`src/rtl/core/salc_pkg.sv`:
```
package salc_pkg;

    // build-time geometry
    localparam int MAX_SET_BITS    = 8;
    localparam int MAX_WAYS        = 8;
    localparam int ADDR_BITS       = 64;
    localparam int STAMP_BITS      = 48;
    localparam int MAX_OFFSET_BITS = 16;

    localparam int NUM_SETS    = 1 << MAX_SET_BITS;
    localparam int NUM_LINES   = NUM_SETS * MAX_WAYS;
    localparam int SET_W       = (MAX_SET_BITS > 0) ? MAX_SET_BITS : 1;
    localparam int WAY_W       = (MAX_WAYS > 1) ? $clog2(MAX_WAYS) : 1;
    localparam int WAY_CNT_W   = $clog2(MAX_WAYS + 1);
    localparam int TREE_LVLS   = $clog2(MAX_WAYS);
    localparam int TREE_N      = 1 << TREE_LVLS;
    localparam int DIRTY_CNT_W = $clog2(NUM_LINES + 1);

    // port field widths
    localparam int IN_ADDR_W  = 64;
    localparam int COUNT_W    = 32;
    localparam int DE_BYTES_W = 48;
    localparam int DB_BYTES_W = 28;

    localparam logic [IN_ADDR_W-1:0] ADDR_MASK = {IN_ADDR_W{1'b1}} >> (IN_ADDR_W - ADDR_BITS);

    // configuration port
    localparam int CFG_IDX_W  = 2;
    localparam int CFG_DATA_W = 5;
    localparam int SET_BITS_W = 4;
    localparam int OFF_BITS_W = 5;
    localparam int WAYS_W     = 4;

    localparam logic [CFG_IDX_W-1:0] REG_SET_BITS    = 2'd0;
    localparam logic [CFG_IDX_W-1:0] REG_OFFSET_BITS = 2'd1;
    localparam logic [CFG_IDX_W-1:0] REG_WAYS        = 2'd2;

    localparam logic [SET_BITS_W-1:0] SET_BITS_RST = 4'd4;
    localparam logic [OFF_BITS_W-1:0] OFF_BITS_RST = 5'd4;
    localparam logic [WAYS_W-1:0]     WAYS_RST     = 4'd1;

    // access kinds
    localparam logic OP_LOAD  = 1'b0;
    localparam logic OP_STORE = 1'b1;

    typedef struct packed {
        logic                  valid;
        logic                  dirty;
        logic [ADDR_BITS-1:0]  tag;
        logic [STAMP_BITS-1:0] last_use;
    } way_t;

    typedef way_t [MAX_WAYS-1:0] row_t;

    typedef struct packed {
        logic                 hit;
        logic [WAY_W-1:0]     hit_way;
        logic                 have_empty;
        logic [WAY_W-1:0]     empty_way;
        logic [WAY_W-1:0]     victim_way;
    } lookup_t;

    typedef struct packed {
        logic                 opcode;
        logic [IN_ADDR_W-1:0] address;
    } request_t;

    typedef struct packed {
        logic                  was_hit;
        logic                  was_eviction;
        logic                  evicted_dirty;
        logic [COUNT_W-1:0]    hit_count;
        logic [COUNT_W-1:0]    miss_count;
        logic [COUNT_W-1:0]    eviction_count;
        logic [DE_BYTES_W-1:0] dirty_eviction_bytes;
        logic [DB_BYTES_W-1:0] dirty_bytes_now;
    } response_t;

endpackage

```
`src/rtl/core/salc_lookup.sv`:
```
module salc_lookup
    import salc_pkg::*;
(
    input  row_t                 row,
    input  logic [ADDR_BITS-1:0] tag,
    input  logic [WAY_CNT_W-1:0] ways,
    output lookup_t              look
);

    logic [MAX_WAYS-1:0]   in_use;
    logic [STAMP_BITS-1:0] node_use [TREE_LVLS+1][TREE_N];
    logic [WAY_W-1:0]      node_idx [TREE_LVLS+1][TREE_N];
    logic                  node_ok  [TREE_LVLS+1][TREE_N];

    // ways taking part under the current geometry
    always_comb
    begin
        for (int w = 0; w < MAX_WAYS; w++)
        begin
            in_use[w] = (WAY_CNT_W'(w) < ways);
        end
    end

    // tag match (lowest way wins) and empty slot (highest way wins)
    always_comb
    begin
        look.hit        = 1'b0;
        look.hit_way    = '0;
        look.have_empty = 1'b0;
        look.empty_way  = '0;
        for (int w = MAX_WAYS - 1; w >= 0; w--)
        begin
            if (in_use[w] && row[w].valid && (row[w].tag == tag))
            begin
                look.hit     = 1'b1;
                look.hit_way = WAY_W'(w);
            end
        end
        for (int w = 0; w < MAX_WAYS; w++)
        begin
            if (in_use[w] && !row[w].valid)
            begin
                look.have_empty = 1'b1;
                look.empty_way  = WAY_W'(w);
            end
        end
        look.victim_way = node_idx[TREE_LVLS][0];
    end

    // oldest-use tree, ties go to the higher way
    always_comb
    begin
        node_use = '{default: '0};
        node_idx = '{default: '0};
        node_ok  = '{default: 1'b0};
        for (int n = 0; n < MAX_WAYS; n++)
        begin
            node_use[0][n] = row[n].last_use;
            node_idx[0][n] = WAY_W'(n);
            node_ok[0][n]  = in_use[n];
        end
        for (int l = 0; l < TREE_LVLS; l++)
        begin
            for (int n = 0; n < (TREE_N >> (l + 1)); n++)
            begin
                if (node_ok[l][2*n+1] &&
                    (!node_ok[l][2*n] || (node_use[l][2*n+1] <= node_use[l][2*n])))
                begin
                    node_use[l+1][n] = node_use[l][2*n+1];
                    node_idx[l+1][n] = node_idx[l][2*n+1];
                end
                else
                begin
                    node_use[l+1][n] = node_use[l][2*n];
                    node_idx[l+1][n] = node_idx[l][2*n];
                end
                node_ok[l+1][n] = node_ok[l][2*n] || node_ok[l][2*n+1];
            end
        end
    end

endmodule

```
`config.mk`:
```
export PLATFORM = sky130hd
export DESIGN_NAME = salc_lookup
export DESIGN_NICKNAME = d
export VERILOG_FILES = /design/src/rtl/core/salc_pkg.sv /design/src/rtl/core/salc_lookup.sv
export SDC_FILE = /design/constraint.sdc
export NUM_CORES = 1
export LEC_CHECK = 0
export ABC_AREA = 1
export BUFFER_PORTS_ARGS = -buffer_cell sky130_fd_sc_hd__buf_2
export CAP_MARGIN = 20
export CORE_AREA = 4 4 386 388
export DETAILED_ROUTE_END_ITERATION = 8
export DIE_AREA = 0 0 390 392
export MAX_ROUTING_LAYER = met4
export SLEW_MARGIN = 20
export SYNTH_ARGS = -nofsm -noshare
export SYNTH_HDL_FRONTEND = slang
export SYNTH_SLANG_ARGS = --single-unit
```
`constraint.sdc`:
```
create_clock -name vclk -period 6.95
set_input_delay 0.695 -clock vclk [all_inputs]
set_output_delay 0.695 -clock vclk [all_outputs]
set_load 0.01 [all_outputs]
```
### Word level (Yosys, flattened, before mapping)

Index checks and enable logic that the tools add are counted.

* register bits: 0
* bits in latches: 0
* RAM bits: 0
* ROM bits: 0
* output and inout bits: 11
* logic and storage cells: 111
* memories kept: 0

* add/subtract/negate cells: 0
* multiply operators: 0
* div/mod/pow operators: 0
* order comparisons: 15
* equality and inequality tests: 8
* shifts and indexed selects: 0
* mux-type cells: 29
* bitwise logic cells: 0
* reduce and logical (&&, ||, !) cells: 59

Operators by type and width (count)
* == test 64 bit: 8
* less-or-equal comparator 48 bit: 7
* 2-to-1 mux 48 bit: 6
* 2-to-1 mux 4 bit: 16
* logical AND 1 bit: 31
* less-than comparator 3 x 4 -> 1 bit, first input constant: 4
* logical NOT 1 bit: 15
* logical OR 1 bit: 13
* 2-to-1 mux 3 bit: 3
* less-than comparator 1 x 4 -> 1 bit, first input constant: 2
* less-than comparator 2 x 4 -> 1 bit, first input constant: 2
* 2-to-1 mux 1 bit: 4

### Depth between registers and ports, before layout

* word-level depth: 13
* gate-level depth with buffers: 50
* depth with buffers taken out: 46

### Worst setup path after synthesis

OpenSTA, ideal clock, no wires.

* path kind: in2out
* from: input row[39] in the netlist's numbering
* to: output look[1] in the netlist's numbering
* data arrival time: 5.086 ns
* data required time: 6.255 ns
* setup slack: 1.169 ns
* stages: 36
* path buffers: 3
* path through: inv_1 ha_1 nand2_1 nor4_1 nand2_1 nor2_1 nand2_1 nand3_1 nand2_1 nand2_1 buf_2 nand2_1 and2_1 ha_1 nand2_2 nor4_4 nand3_1 nor2_1 nand4_1 nand2_1 nand2_1 buf_4 buf_6 nand3_1 nand2_1 ha_1 nand4_1 nor3_1 nand2_1 nor2_1 nand2_1 o21ai_0 inv_1 nand2_1 nand2_1 o21ai_0

RTL lines
* from (decl): RTL line salc_lookup.sv:4 `input row_t row,`
* to (decl): RTL line salc_lookup.sv:7 `output lookup_t look`

==> impl_metrics.py <==
metrics = {
    "worst_setup_path": {
        "endpoint": "look[0]",
        "cpMaxStageDelayCell": "nor4_4",
        "path_max_fanout": 8,
        "cp_slowest_stage_delay_ps": 370,
        "worstPathRequired_ps": 6250,
        "start_kind": "primary input",
        "crit_arrival_ps": 6220,
        "cp-end-kind": "primary output",
        "path_common_cell": "nand2_4",
        "startpoint": "row[386]",
        "crit_type": "primary input to primary output",
    },
    "finish": {
        "fin_cells": 7190,
        "design_area_mm2": 0.03418,
        "final_util": 0.2351,
        "nets": 6514,
        "clkbuf_count": 0,
        "drive_gt1_frac": 0.3659,
        "seqCellArea_um2": 0,
        "nFlopsAndLatches": 0,
        "syn2layout_area_growth_pct": 70.84,
    },
    "route": {
        "drt_wl_total_um": 195200,
        "dr.pass1.iters": 5,
        "ant_nets": 0,
        "drc": 0,
        "vias": 32070,
        "wire_per_inst_um": 27.15,
        "drtIter0Drc": 2278,
        "avgViaCountPerCell": 4.461,
    },
    "placed_design": {
        "dp_cells": 7095,
        "dp_slack_ps": -869.2,
        "gp_congestion": 0.9935,
        "dp_hpwl_um": 174000,
        "place_area_mm2": 0.03236,
        "port_buffers": 983,
    },
    "synthesis": {
        "yosysSeqAreaShare": 0,
        "synthAdderAreaFrac": 0.2102,
        "syn_area_mm2": 0.02000,
        "synthCells": 3647,
        "synth_fp_nets": 4963,
        "synth_top_family_by_area": "simple AND/OR/NAND/NOR gates",
        "avgSynthCellArea_um2": 5.485,
        "synth-simple-area-share": 0.4408,
        "yosys_warnings": 0,
        "muxShareOfSynthArea": 0,
        "synth_compound_area_frac": 0.1544,
        "synth_xor_area_frac": 0.07093,
        "ys_types": 47,
    },
    "min_path": {
        "hold_path_depth": 7,
        "worstHoldPathType": "primary input to primary output",
    },
    "die": {
        "die_area_mm2": 0.1529,
        "rows": 140,
        "die_x_um": 390,
        "core_mm2": 0.1454,
        "io_pins": 991,
        "die_h_um": 392,
        "start_util": 0.1376,
    },
    "timing": {
        "relSlewSlack": 0.2397,
        "worst_pin_slew_ps": 1132,
        "hold_violations": 0,
        "rsz0062_at_grt": "yes",
        "finalSetupViolCount": 0,
        "final.setup.tns_ps": 0,
        "maxSlewViolCount": 0,
        "fin_crit_ps": 6914,
        "fmax_mhz": 144.6,
        "setup_slack_ps": 36.33,
        "final.period_utilization": 0.9948,
    },
    "grt": {
        "grt_max_degree": 52,
        "grt-ovfl-total": 0,
        "grt_first_pass_wirelength_um": 253900,
        "grt_pass1_vias": 32100,
        "grt.total_usage": 0.2470,
        "antenna_found_initial": 103,
    },
    "power": {
        "p_per_area_mw_per_mm2": 113.7,
        "leakage_nw": 18.40,
        "ir_drop_mv": 0.05100,
    },
    "status": {
        "outcome": "finished, final reports clean",
    },
    "job": {
        "max-cap-violations": 0,
    },
}
## critical path, delay by kind of cell
family                     cells  cell delay [ps]
and+or+nand+nor               23             2970
buffers and inverters          8             1100
adders and majority gates      3              820
AOI/OAI and AO/OA              4              610
## cells in the mapped netlist (all sizes together)
| master | count | area share |
|---|---|---|
| nand2 | 1089 | 0.21 |
| inv | 447 | 0.084 |
| nand3 | 365 | 0.091 |
| ha | 336 | 0.21 |
| nor2 | 302 | 0.057 |
| o21ai | 206 | 0.052 |
| a21oi | 171 | 0.043 |
| xnor2 | 129 | 0.056 |
| buf | 108 | 0.034 |
| and2 | 96 | 0.030 |
| nand4 | 75 | 0.023 |
| o22ai | 73 | 0.023 |
| nand3b | 43 | 0.016 |
| xor2 | 33 | 0.014 |
| a22o | 31 | 0.014 |
| clkbuf | 22 | 0.0042 |
| nor3 | 19 | 0.0053 |
| or2 | 16 | 0.0050 |
| a221oi | 15 | 0.0066 |
| nor4 | 14 | 0.0058 |
| a211oi | 12 | 0.0045 |
| clkinv | 9 | 0.0017 |
| o211ai | 8 | 0.0030 |
| a21o | 6 | 0.0023 |
| o21a | 6 | 0.0023 |
| o2111ai | 5 | 0.0022 |
| a21boi | 2 | 0.00075 |
| a31oi | 2 | 0.00063 |
| nor4b | 2 | 0.00088 |
| a22oi | 1 | 0.00038 |
| a41oi | 1 | 0.00044 |
| nor3b | 1 | 0.00038 |
| o21bai | 1 | 0.00038 |
| or3 | 1 | 0.00031 |
## cell type report
class,instances,area [um2]
inverter,456,1722
tap,1917,2399
timing repair buffer,1679,11190
fill,16810,111200
antenna,77,192.7
multi-input combinational,3061,18670
## through the flow
stage	power (mW)	hold WS [ps]
6_report	3.887	1988
4_1_cts	3.744	1983
3_5_place_dp	3.546	1978
3_3_place_gp	3.518	1967
5_1_grt	4.223	2009
2_1_floorplan	1.583	1480
## logic make-up (layout without fill, tap and decap cells)
| kind of cell | Yosys count | in the layout |
|---|---|---|
| AOI/OAI and AO/OA | 540 | 540 |
| xor gates and xnor gates | 162 | 162 |
| adders and majority gates | 336 | 336 |
| buffers and inverters | 586 | 2135 |
| other | 0 | 77 |
| and+or+nand+nor | 2023 | 2023 |
## power by group
part	internal [mW]	switching [mW]	total, mW
Clock	0.00000134	0	0.00000134
Sequential	0	0	0
Combinational	1.72	2.17	3.89
## cell usage in the layout (no fill, tap or decap), drive strengths merged, types with 3 or more instances in the layout
cell     synthesis  layout
o2111ai          5       5
xnor2          129     129
clkbuf          22       3
nand3b          43      43
diode            0      77
nor4            14      14
nand3          365     365
buf            108    1675
a221oi          15      15
xor2            33      33
clkinv           9       9
a22o            31      31
nor2           302     302
ha             336     336
o22ai           73      73
inv            447     447
a21oi          171     171
nand4           75      75
o21a             6       6
or2             16      16
nor3            19      19
and2            96      96
a21o             6       6
o211ai           8       8
nand2         1089    1089
o21ai          206     206
a211oi          12      12
## per-layer routing
metal	track usage	vias to the layer above	share of wire
met5	-	-	0
met4	0.1435	0	0.076
met3	0.05636	424	0.080
met2	0.4410	1577	0.50
met1	0.2475	14780	0.35
li1	-	15290	-
## how the worst min path moves through the flow
stage | startpoint | endpoint | slack [ps]
floorplan | row[911] | look[3] | 1480
global placement | row[683] | look[5] | 1970
detailed placement | row[683] | look[5] | 1980
CTS | row[683] | look[5] | 1980
global route | row[683] | look[5] | 2010
finish | row[683] | look[5] | 1990
## repair_timing
action | 4_1_cts | 5_1_grt
pin swaps | 57 | 73
setup buffers | 9 | 4
resized for setup | 141 | 153
endpoints found under the setup margin | 3 | 3
hold buffers | 0 | 0
gates cloned | 5 | 3
Note: power is estimated with default switching activity, not from simulation.
